[src/rtl/core/lpt_pkg.sv]
package lpt_pkg;

   // Table geometry
   localparam int TABLE_SIZE = 1024;
   localparam int IDX_W      = $clog2(TABLE_SIZE);
   localparam int CNT_W      = IDX_W + 1;

   // Fixed field widths of the channels
   localparam int HASH_W = 64;
   localparam int TURN_W = 15;
   localparam int GEN_W  = 16;
   localparam int SLOT_W = 11;

   // Slot index reported when no slot was filled or matched
   localparam logic [SLOT_W-1:0] SLOT_NONE = SLOT_W'(TABLE_SIZE);

   typedef enum logic [1:0] {
      KIND_INSERT  = 2'd0,
      KIND_LOOKUP  = 2'd1,
      KIND_NEW_GEN = 2'd2,
      KIND_UNUSED  = 2'd3
   } kind_type;

   // One table entry
   typedef struct packed {
      logic [GEN_W-1:0]  gen;
      logic [TURN_W-1:0] turn;
      logic [HASH_W-1:0] hash;
   } entry_type;

   // Controller to datapath
   typedef struct packed {
      logic clear_wr;   // write a zero entry at the sweep address
      logic capture;    // take in the request transaction
      logic load;       // read the home slot
      logic step;       // read the next slot
      logic insert_wr;  // fill the current slot
      logic finish;     // load the response register
      logic hit;        // response reports a slot
      logic new_gen;    // advance the generation tag
   } cmd_type;

   // Datapath to controller
   typedef struct packed {
      kind_type kind;
      logic     clear_last;
      logic     stale;
      logic     match;
      logic     last;
   } status_type;

endpackage

[src/rtl/core/lpt_ctrl.sv]
module lpt_ctrl
   import lpt_pkg::*;
(
   input  logic       clock,
   input  logic       reset,
   input  logic       req_valid,
   output logic       req_ready,
   output logic       rsp_valid,
   input  logic       rsp_ready,
   input  status_type status,
   output cmd_type    cmd
);

   typedef enum logic [4:0] {
      ST_CLEAR = 5'b00001,
      ST_IDLE  = 5'b00010,
      ST_LOAD  = 5'b00100,
      ST_CHECK = 5'b01000,
      ST_SPARE = 5'b10000
   } state_type;

   state_type state_ff, state_in;
   logic      rsp_valid_ff, rsp_valid_in;
   logic      out_free;

   // Response register can take a new result this cycle
   assign out_free = !rsp_valid_ff || rsp_ready;

   always_comb begin
      state_in = state_ff;
      cmd      = '0;
      case (state_ff)
         ST_CLEAR: begin
            cmd.clear_wr = 1'b1;
            if (status.clear_last) begin
               state_in = ST_IDLE;
            end
         end
         ST_IDLE: begin
            if (req_valid) begin
               cmd.capture = 1'b1;
               state_in    = ST_LOAD;
            end
         end
         ST_LOAD: begin
            if (status.kind == KIND_INSERT || status.kind == KIND_LOOKUP) begin
               cmd.load = 1'b1;
               state_in = ST_CHECK;
            end else if (out_free) begin
               // new generation or ignored kind: no probing
               cmd.finish  = 1'b1;
               cmd.new_gen = (status.kind == KIND_NEW_GEN);
               state_in    = ST_IDLE;
            end
         end
         ST_CHECK: begin
            if (status.kind == KIND_INSERT) begin
               if (status.stale) begin
                  if (out_free) begin
                     cmd.insert_wr = 1'b1;
                     cmd.finish    = 1'b1;
                     cmd.hit       = 1'b1;
                     state_in      = ST_IDLE;
                  end
               end else if (status.last) begin
                  if (out_free) begin
                     cmd.finish = 1'b1;
                     state_in   = ST_IDLE;
                  end
               end else begin
                  cmd.step = 1'b1;
               end
            end else begin
               // lookup: stale slot or last probe ends with a miss, match with a hit
               if (status.stale || status.last || status.match) begin
                  if (out_free) begin
                     cmd.finish = 1'b1;
                     cmd.hit    = !status.stale && status.match;
                     state_in   = ST_IDLE;
                  end
               end else begin
                  cmd.step = 1'b1;
               end
            end
         end
         default: begin
            state_in = ST_IDLE;
         end
      endcase
   end

   // Response valid flag
   always_comb begin
      rsp_valid_in = rsp_valid_ff;
      if (cmd.finish) begin
         rsp_valid_in = 1'b1;
      end else if (rsp_ready) begin
         rsp_valid_in = 1'b0;
      end
   end

   always_ff @(posedge clock) begin
      if (reset) begin
         state_ff     <= ST_CLEAR;
         rsp_valid_ff <= 1'b0;
      end else begin
         state_ff     <= state_in;
         rsp_valid_ff <= rsp_valid_in;
      end
   end

   assign req_ready = (state_ff == ST_IDLE);
   assign rsp_valid = rsp_valid_ff;

endmodule

[config.mk]
export PLATFORM = sky130hd
export DESIGN_NAME = lpt_ctrl
export DESIGN_NICKNAME = d
export VERILOG_FILES = /design/src/rtl/core/lpt_pkg.sv /design/src/rtl/core/lpt_ctrl.sv
export SDC_FILE = /design/constraint.sdc
export NUM_CORES = 1
export LEC_CHECK = 0
export ABC_AREA = 1
export BUFFER_PORTS_ARGS = -buffer_cell sky130_fd_sc_hd__buf_2
export CAP_MARGIN = 20
export CELL_PAD_IN_SITES_DETAIL_PLACEMENT = 0
export CELL_PAD_IN_SITES_GLOBAL_PLACEMENT = 1
export CORE_UTILIZATION = 26
export CTS_CLUSTER_DIAMETER = 40
export CTS_CLUSTER_SIZE = 40
export DETAILED_ROUTE_END_ITERATION = 16
export GPL_ROUTABILITY_DRIVEN = 0
export PLACE_DENSITY_LB_ADDON = 0.1
export SLEW_MARGIN = 15
export SYNTH_ARGS = -nofsm -noshare
export SYNTH_HDL_FRONTEND = slang
export SYNTH_SLANG_ARGS = --single-unit
[constraint.sdc]
create_clock -name clock -period 1.1 [get_ports clock]
set_clock_uncertainty 0.1 [all_clocks]
set_input_delay 0 -clock clock [delete_from_list [all_inputs] [get_ports clock]]
set_output_delay 0 -clock clock [all_outputs]
set_load 0.1 [all_outputs]
==> impl_metrics.csv, run 1 <==
group,metric,value,unit
run_status,failed_checks,"negative hold slack, negative setup slack",
cts,clk_root_buffer_cell,"sky130_fd_sc_hd__clkbuf_4",
detailed_routing,drtAntennaViolNets,0,
cts,cts.sinks,6,
timing,grt_setup_unrepaired,"true",
global_routing,grt_antenna_before_repair,0,
detailed_routing,total_wire_length_after_detailed_routing,1860,um
detailed_routing,first_iter_violations,7,
floorplan,num_rows,14,
yosys,synth-warning-count,0,
yosys,synthMostInstantiatedCell,"sky130_fd_sc_hd__inv_1",
yosys,synth-main-ff-cell,"sky130_fd_sc_hd__dfxtp_1",
placement,port-buffer-count,19,
critical_path,ff2ff_setup_slack,-0.47,ns
final_layout,area_growth,160,%
cts,clk_latency_worst_skew_pair,0.27,ns
cts,tritoncts.num_buffers,3,
floorplan,dieHeight,44.2,um
pwr,pwr-share-comb,33.6,%
timing,holdWs,-0.0125,ns
detailed_routing,dr.pass1.iters,4,
global_routing,grtUsageTotal,21.4,%
timing,postLayoutSetupSlackWorst,-0.550,ns
yosys,yosys.area.top_type,"sky130_fd_sc_hd__dfxtp_1",
pwr,power.internal,0.459,mW
final_layout,layout.cells.non_filler,145,
placement,sum_of_net_half_perimeters_after_detailed_placement,1200,um
run_status,outcome,"finished with violations",
pwr,leakage,0.535,nW
pwr,ir_drop,614,uV
yosys,synth.avg_cell_area,5.94,um2
critical_path,criticalPathCategory,"flop to output port",
hold_path,worstHoldPathType,"input port to flop",
floorplan,initial_utilization,29.4,%
global_routing,global_route_wire_length_before_repair,2960,um
critical_path,critPathRequiredTime,1.00,ns
critical_path,critPathMaxFanout,4,
run,max-cap-violations,0,
pwr,power_frac_seq,31.9,%
placement,placedCellCount,128,
yosys,synth.yosys.seq_area_share,25.9,%
detailed_routing,count_of_unresolved_drc_violations_after_routing,0,
yosys,syn_nets,88,
critical_path,setup.worst_path.end_class,"output port",
detailed_routing,via_count,703,
final_layout,post_route_cells_drive_above_1_share,79.1,%
final_layout,fillerInstances,108,
cts,tritoncts_clock_tree,"built",
final_layout,fin_nets,140,
yosys,synth_edf_count,0,
yosys,ys_types,22,
placement,dpl_cell_area,995,um2
floorplan,design.portCount,20,
pwr,power_switching,0.259,mW
floorplan,floorplan.die_area,0.00195,mm2
timing,maxSlewViolCount,0,
detailed_routing,drt-vias-per-instance,4.85,
final_layout,fin_area,0.00120,mm2
critical_path,worstSetupStartpointType,"flop",
cts,path_clk_slew,0.06,ns
yosys,synthArstFlopShare,0,%
yosys,synthesis.instances,78,
yosys,ffs_latches_synth,6,
yosys,synth_commonest_cells,"sky130_fd_sc_hd__inv_1 (17), sky130_fd_sc_hd__nor2_1 (13), sky130_fd_sc_hd__nand2_1 (11), sky130_fd_sc_hd__dfxtp_1 (6), sky130_fd_sc_hd__nand3_1 (5)",
timing,setup_violations,14,
yosys,synth_largest_type_area_fraction,25.9,%
final_layout,antenna_cells_inserted,0,
cts,cts_max_level,1,
timing,fmaxAchievable,606,MHz
pwr,power.share.switching,36.0,%
cts,ctsLongestPathBuffers,2,
timing,final-hold-violation-count,1,
floorplan,fp.coreArea,0.00158,mm2
global_routing,via_count_of_the_first_global_routing_pass,722,
yosys,syn-cell-area,463,um2
global_routing,pin_count_of_the_biggest_net_entering_global_routing,7,
timing,final_min_period_over_clock_period,150,%
timing,timing.final.crit_period,1.65,ns
yosys,yosys-top-cells-area,"sky130_fd_sc_hd__dfxtp_1 (26%), sky130_fd_sc_hd__inv_1 (14%), sky130_fd_sc_hd__nor2_1 (11%)",
pwr,clock_power_share,34.6,%
critical_path,cp.arrival,1.55,ns
global_routing,grt_overflow_total,0,
detailed_routing,avgRoutedWirePerCell,12.8,um
floorplan,fp.dieW,44.2,um
pwr,finalPower,0.718,mW
pwr,pwr_density_cell,597,mW/mm2
[final timing paths]
check,start,end,depth (start not counted)
max,state_ff[2],cmd[2],9
min,status[3],state_ff[0],4
max reg2reg,state_ff[2],state_ff[3],11
min reg2reg,state_ff[3],state_ff[3],2
[cells by family after synthesis]
| logic type | count (synthesis) | synth area share, % |
|---|---|---|
| other | 1 | 0.810 |
| AO/OA/AOI/OAI | 10 | 11.9 |
| flip-flops | 6 | 25.9 |
| buffers and inverters | 19 | 16.2 |
| AND/OR/NAND/NOR | 42 | 45.1 |
[through the flow]
stage / utilization, % / worst slack [ns] / setup TNS (ns)
2_1_floorplan: - / -0.837 / -3.53
5_1_grt: 76.3 / -0.623 / -6.08
3_5_place_dp: 63.1 / -0.261 / -1.84
3_3_place_gp: 63.1 / -0.279 / -1.78
4_1_cts: 73.5 / -0.462 / -4.56
6_report: 76.3 / -0.550 / -5.26
[layout make-up]
| cell class | count | area, um2 | share of cell area [%] |
|---|---|---|---|
| Inverter | 18 | 81.3 | 6.76 |
| Timing Repair Buffer | 48 | 488 | 40.6 |
| Sequential cell | 6 | 140 | 11.7 |
| Multi-Input combinational cell | 53 | 447 | 37.1 |
| Clock buffer | 4 | 26.3 | 2.19 |
| Tap cell | 16 | 20.0 | 1.66 |
[critical path: stages (launching register included)]
cell	delay, ns
sky130_fd_sc_hd__dfxtp_4	0.40
sky130_fd_sc_hd__inv_4	0.05
sky130_fd_sc_hd__nor2_4	0.10
sky130_fd_sc_hd__nand3_2	0.08
sky130_fd_sc_hd__inv_2	0.09
sky130_fd_sc_hd__nand2_4	0.06
sky130_fd_sc_hd__o21ai_2	0.07
sky130_fd_sc_hd__inv_1	0.07
sky130_fd_sc_hd__nor2_2	0.16
sky130_fd_sc_hd__buf_12	0.19
[power groups by stage]
stage / logic (mW) / clock network [mW] / registers (mW)
finish: 0.241 / 0.248 / 0.229
global placement: 0.202 / 0 / 0.237
global route: 0.254 / 0.266 / 0.230
CTS: 0.232 / 0.248 / 0.228
floorplan: 0.113 / 0 / 0.240
detailed placement: 0.205 / 0 / 0.237
[layer usage]
layer  track usage (%)  part of all wire (%)
met1              24.1                    43
met3              3.67                   3.6
met4              13.3                   2.4
met2              37.1                    51
met5                 0                     0
[sequential cells by signal (all words and copies together) (netlist names)]
name       cells
state_ff       5
rsp_valid      1
[cells in the final DEF (no fill, tap or decap), drive strengths merged]
master	Yosys	final
conb	1	1
o21ai	3	3
nand3	6	6
nor2	18	18
clkbuf	0	4
dfxtp	6	6
a31oi	1	1
inv	18	17
nand2	13	13
dlygate4sd3	0	1
nand4	2	2
nor4	1	1
buf	1	47
o22ai	1	1
clkinvlp	0	1
or2	1	1
a21oi	4	4
a211oi	1	1
nor3	1	1
[timing repair]
action                                  4_1_cts  5_1_grt
hold buffers                                  1        0
gates resized for setup                      16       11
endpoints found under the setup margin       13       14
endpoints found under the hold margin         5        0
buffers inserted                             10        3
pin swaps                                    14        8
(Power assumes the default switching activity.)
==> run 2, diff against run 1 <==
CORE_UTILIZATION = 31   (was 26)
clock period = 2.1 ns   (was 1.1 ns; I/O delays follow)
==> impl_metrics.csv, run 2 (synthesized netlist as in run 1, its figures left out) <==
group,metric,value,unit
detailed_routing,via_count,531,
final_layout,fillerInstances,149,
detailed_routing,dr.pass1.iters,4,
critical_path,cp.buffers_inverters,2,
detailed_routing,first_iter_violations,9,
critical_path,cpMaxStageDelayCell,"sky130_fd_sc_hd__buf_2",
floorplan,floorplan.die_area,0.00165,mm2
cts,postCtsSetupBuffers,0,
cts,clk_latency_worst_skew_pair,0.25,ns
global_routing,grt_antenna_before_repair,0,
pwr,ir_drop,157,uV
pwr,pwr_density_cell,477,mW/mm2
critical_path,timing.critical_path.cells,"inv_1, nor2_1, nand3_1, a211oi_4, buf_2",
detailed_routing,avgRoutedWirePerCell,9.47,um
final_layout,post_route_cells_drive_above_1_share,37.0,%
placement,dpl_worst_slack,0.347,ns
floorplan,num_rows,13,
timing,grt_setup_unrepaired,"false",
timing,timing.final.crit_period,1.90,ns
floorplan,fp.coreArea,0.00135,mm2
final_layout,fin_nets,112,
timing,finalSetupTns,0,ns
final_layout,fin_area,641,um2
detailed_routing,drt-vias-per-instance,4.62,
timing,postLayoutSetupSlackWorst,0.198,ns
critical_path,critPathMaxFanout,5,
final_layout,registers.top_by_ff_count,"state_ff",
timing,maxSlewViolCount,0,
floorplan,fp.dieW,40.6,um
timing,setup_violations,0,
cts,ctsLongestPathBuffers,2,
run,max-cap-violations,0,
cts,path_clk_slew,0.04,ns
critical_path,slowest_cell_delay_on_critical_path,0.45,ns
hold_path,worstHoldPathType,"input port to flop",
floorplan,initial_utilization,34.3,%
floorplan,design.portCount,20,
detailed_routing,drtAntennaViolNets,0,
floorplan,dieHeight,40.6,um
critical_path,critPathRequiredTime,2.00,ns
final_layout,area_growth,38.4,%
critical_path,ff2ff_setup_slack,0.63,ns
timing,fmaxAchievable,526,MHz
critical_path,cp.arrival,1.80,ns
detailed_routing,total_wire_length_after_detailed_routing,1090,um
cts,cts.sinks,6,
timing,final-hold-violation-count,0,
run_status,outcome,"completed",
placement,dpl_cell_area,606,um2
critical_path,criticalPathCategory,"flop to output port",
cts,cts_max_level,1,
cts,tritoncts_clock_tree,"built",
global_routing,global_route_wire_length_before_repair,1640,um
critical_path,worstSetupStartpointType,"flop",
final_layout,mostFrequentLayoutCells,"sky130_fd_sc_hd__buf_2 (18), sky130_fd_sc_hd__inv_1 (17), sky130_fd_sc_hd__nor2_1 (12), sky130_fd_sc_hd__nand2_1 (11)",
final_layout,mostFrequentLayoutCell,"sky130_fd_sc_hd__buf_2",
global_routing,grt_overflow_total,0,
placement,sum_of_net_half_perimeters_after_detailed_placement,923,um
global_routing,via_count_of_the_first_global_routing_pass,404,
cts,tritoncts.num_buffers,3,
final_layout,antenna_cells_inserted,0,
pwr,finalPower,0.305,mW
final_layout,largest_register_ff_count,5,
detailed_routing,count_of_unresolved_drc_violations_after_routing,0,
global_routing,pin_count_of_the_biggest_net_entering_global_routing,8,
pwr,leakage,0.361,nW
critical_path,critical-path-top-delay-family,"buffers and inverters",
timing,final_min_period_over_clock_period,90.6,%
placement,port-buffer-count,19,
global_routing,grtUsageTotal,15.0,%
critical_path,setup.worst_path.end_class,"output port",
cts,clk_root_buffer_cell,"sky130_fd_sc_hd__clkbuf_4",
==> run 2: cell types whose count changed in the layout (fill, tap and decap cells not counted), sizes merged <==
| cell | previous run | this run |
|---|---|---|
| buf | 47 | 18 |
| clkinvlp | 1 | 0 |
| inv | 17 | 18 |
==> run 2: repair_timing <==
action                     4_1_cts  5_1_grt
hold endpoints to repair         5        0
setup endpoints to repair        0        1
resized for setup                0        1
hold buffers                     1        0
==> run 2: worst paths after layout <==
path,cells past startpoint,from,endpoint
setup reg to reg,7,state_ff[3],state_ff[1]
hold / removal,4,status[3],state_ff[0]
setup / recovery,5,state_ff[3],cmd[1]
hold reg to reg,2,state_ff[3],state_ff[3]
==> run 2: through the flow <==
| step | utilization (%) | hold WS [ns] | instances |
|---|---|---|---|
| finish | 47.5 | 0.00544 | 115 |
| global route | 47.5 | 0.0374 | 115 |
| CTS | 47.3 | 0.0106 | 115 |
| detailed placement | 44.9 | 0.0919 | 111 |
| global placement | 44.9 | 0.0855 | 111 |
| floorplan | - | -0.0309 | 78 |
==> run 2: report_power, final <==
| group | internal [mW] | switching (mW) | leakage (nW) |
|---|---|---|---|
| clock | 0.0650 | 0.0473 | 0.0138 |
| sequential | 0.119 | 0.00386 | 0.0500 |
| combinational | 0.0208 | 0.0498 | 0.297 |
| total | 0.204 | 0.101 | 0.361 |
==> run 2: area by class of cell <==
class | count | area, um2 | area share [%]
multi-input cells | 53 | 303 | 47.3
clock buffers | 3 | 22.5 | 3.52
inverters | 18 | 67.6 | 10.5
well taps | 15 | 18.8 | 2.93
repair buffers | 20 | 108 | 16.8
flip-flops and latches | 6 | 121 | 18.9
==> run 2: worst min-delay path: stages <==
cell                      delay [ns]
sky130_fd_sc_hd__buf_2          0.08
sky130_fd_sc_hd__inv_1          0.03
sky130_fd_sc_hd__nand4_1        0.14
sky130_fd_sc_hd__nand2_1        0.06
==> run 2: per-layer routing <==
layer / routed length (um) / up-vias / GRT usage [%]
met5: 0 / - / 0
li1: - / 289 / -
met3: 51 / 3 / 1.63
met2: 518 / 16 / 25.0
met1: 499 / 223 / 18.9
met4: 21 / 0 / 7.50
==> run 3, diff against run 2 <==
CELL_PAD_IN_SITES_DETAIL_PLACEMENT = 1   (was 0)
==> impl_metrics.csv, run 3 (synthesized netlist as in run 1, its figures left out) <==
group,metric,value,unit
run_status,outcome,"completed",
floorplan,initial_utilization,34.3,%
detailed_routing,drt-vias-per-instance,4.90,
critical_path,worstSetupStartpointType,"flop",
timing,grt_setup_unrepaired,"false",
timing,finalSetupTns,0,ns
floorplan,num_rows,13,
cts,tritoncts_clock_tree,"built",
floorplan,dieHeight,40.6,um
pwr,leakage,0.362,nW
pwr,pwr_density_cell,478,mW/mm2
detailed_routing,avgRoutedWirePerCell,10.8,um
global_routing,grtUsageTotal,17.2,%
cts,hold_buffers,1,
cts,cts.sinks,6,
global_routing,grt_antenna_before_repair,0,
critical_path,slowest_cell_delay_on_critical_path,0.42,ns
final_layout,antenna_cells_inserted,0,
detailed_routing,via_count,563,
detailed_routing,dr.pass1.iters,4,
floorplan,fp.coreArea,0.00135,mm2
floorplan,design.portCount,20,
cts,ctsLongestPathBuffers,2,
floorplan,floorplan.die_area,0.00165,mm2
global_routing,via_count_of_the_first_global_routing_pass,477,
cts,cts_max_level,1,
detailed_routing,total_wire_length_after_detailed_routing,1240,um
critical_path,critical-path-top-delay-family,"buffers and inverters",
critical_path,criticalPathCategory,"flop to output port",
final_layout,fillerInstances,205,
final_layout,largest_register_ff_count,5,
placement,sum_of_net_half_perimeters_after_detailed_placement,1030,um
critical_path,critPathMaxFanout,5,
global_routing,pin_count_of_the_biggest_net_entering_global_routing,8,
detailed_routing,first_iter_violations,4,
detailed_routing,count_of_unresolved_drc_violations_after_routing,0,
critical_path,critPathRequiredTime,2.00,ns
cts,path_clk_slew,0.05,ns
placement,dpl_worst_slack,0.345,ns
final_layout,mostFrequentLayoutCells,"sky130_fd_sc_hd__buf_2 (19), sky130_fd_sc_hd__inv_1 (17), sky130_fd_sc_hd__nor2_1 (12), sky130_fd_sc_hd__nand2_1 (11)",
cts,postCtsSetupBuffers,0,
final_layout,area_growth,37.8,%
final_layout,layout.cells.non_filler,115,
final_layout,seq_area,121,um2
timing,maxSlewViolCount,0,
timing,postLayoutSetupSlackWorst,0.0928,ns
cts,cts_resized,0,
final_layout,mostFrequentLayoutCell,"sky130_fd_sc_hd__buf_2",
run,max-cap-violations,0,
global_routing,global_route_wire_length_before_repair,1880,um
final_layout,registers.top_by_ff_count,"state_ff",
timing,fmaxAchievable,498,MHz
final_layout,multiInputGateArea,303,um2
cts,tritoncts.num_buffers,3,
timing,final_min_period_over_clock_period,95.6,%
timing,timing.final.crit_period,2.01,ns
cts,clk_latency_worst_skew_pair,0.25,ns
final_layout,fin_nets,112,
final_layout,post_route_cells_drive_above_1_share,37.0,%
placement,port-buffer-count,19,
critical_path,cpMaxStageDelayCell,"sky130_fd_sc_hd__buf_2",
placement,placedCellCount,111,
cts,clk_root_buffer_cell,"sky130_fd_sc_hd__clkbuf_4",
global_routing,grt_overflow_total,0,
detailed_routing,drtAntennaViolNets,0,
pwr,ir_drop,113,uV
critical_path,cp.arrival,1.91,ns
critical_path,timing.critical_path.cells,"inv_1, nor2_1, nand3_1, o21ai_1, inv_1, nor2_1, buf_2",
timing,setup_violations,0,
hold_path,worstHoldPathType,"input port to flop",
critical_path,cp.buffers_inverters,3,
critical_path,setup.worst_path.end_class,"output port",
timing,final-hold-violation-count,0,
floorplan,fp.dieW,40.6,um
==> run 3: changes by cell type in the layout (fill, tap and decap cells not counted), sizes merged <==
cell / change
buf: +1
clkbuf: -1
==> run 3: metal layers <==
layer / track usage [%] / vias up / part of all wire (%)
met3: 3.26 / 4 / 5.2
li1: - / 283 / -
met1: 21.4 / 255 / 48
met2: 25.8 / 21 / 45
met4: 13.3 / 0 / 2.0
met5: 0 / - / 0
==> run 3: per-stage QoR <==
stage          hold slack, ns  power (mW)  area (um2)  utilization, %
2_1_floorplan         -0.0309       0.174         499               -
5_1_grt                0.0391       0.323         638            47.3
6_report              0.00637       0.305         638            47.3
3_3_place_gp           0.0855       0.195         606            44.9
4_1_cts               0.00818       0.309         638            47.3
3_5_place_dp           0.0907       0.195         606            44.9
==> run 3: path summary, 6_finish.rpt <==
kind,endpoint,depth (start not counted),slack (ns),start
worst max-delay path,cmd[2],7,0.09,state_ff[3]
worst min-delay path,state_ff[1],4,0.006,req_valid
worst max register to register,state_ff[1],7,0.60,state_ff[3]
worst min register to register,state_ff[3],2,0.42,state_ff[3]
==> run 3: where the power goes <==
| part | total [mW] | internal [mW] | switching [mW] |
|---|---|---|---|
| registers | 0.123 | 0.119 | 0.00410 |
| logic | 0.0714 | 0.0208 | 0.0506 |
| clock network | 0.111 | 0.0649 | 0.0459 |
| total | 0.305 | 0.204 | 0.101 |
==> run 3: layout make-up <==
class	instances	area share (%)
Sequential cell	6	19.0
Timing Repair Buffer	20	16.5
Multi-Input combinational cell	53	47.5
Clock buffer	3	3.53
Tap cell	15	2.94
Inverter	18	10.6
==> run 3: worst min-delay path, cell delays in order <==
cell and delay, ns:
sky130_fd_sc_hd__buf_2 0.07, sky130_fd_sc_hd__inv_1 0.04, sky130_fd_sc_hd__nand2_1 0.10, sky130_fd_sc_hd__a21oi_1 0.09
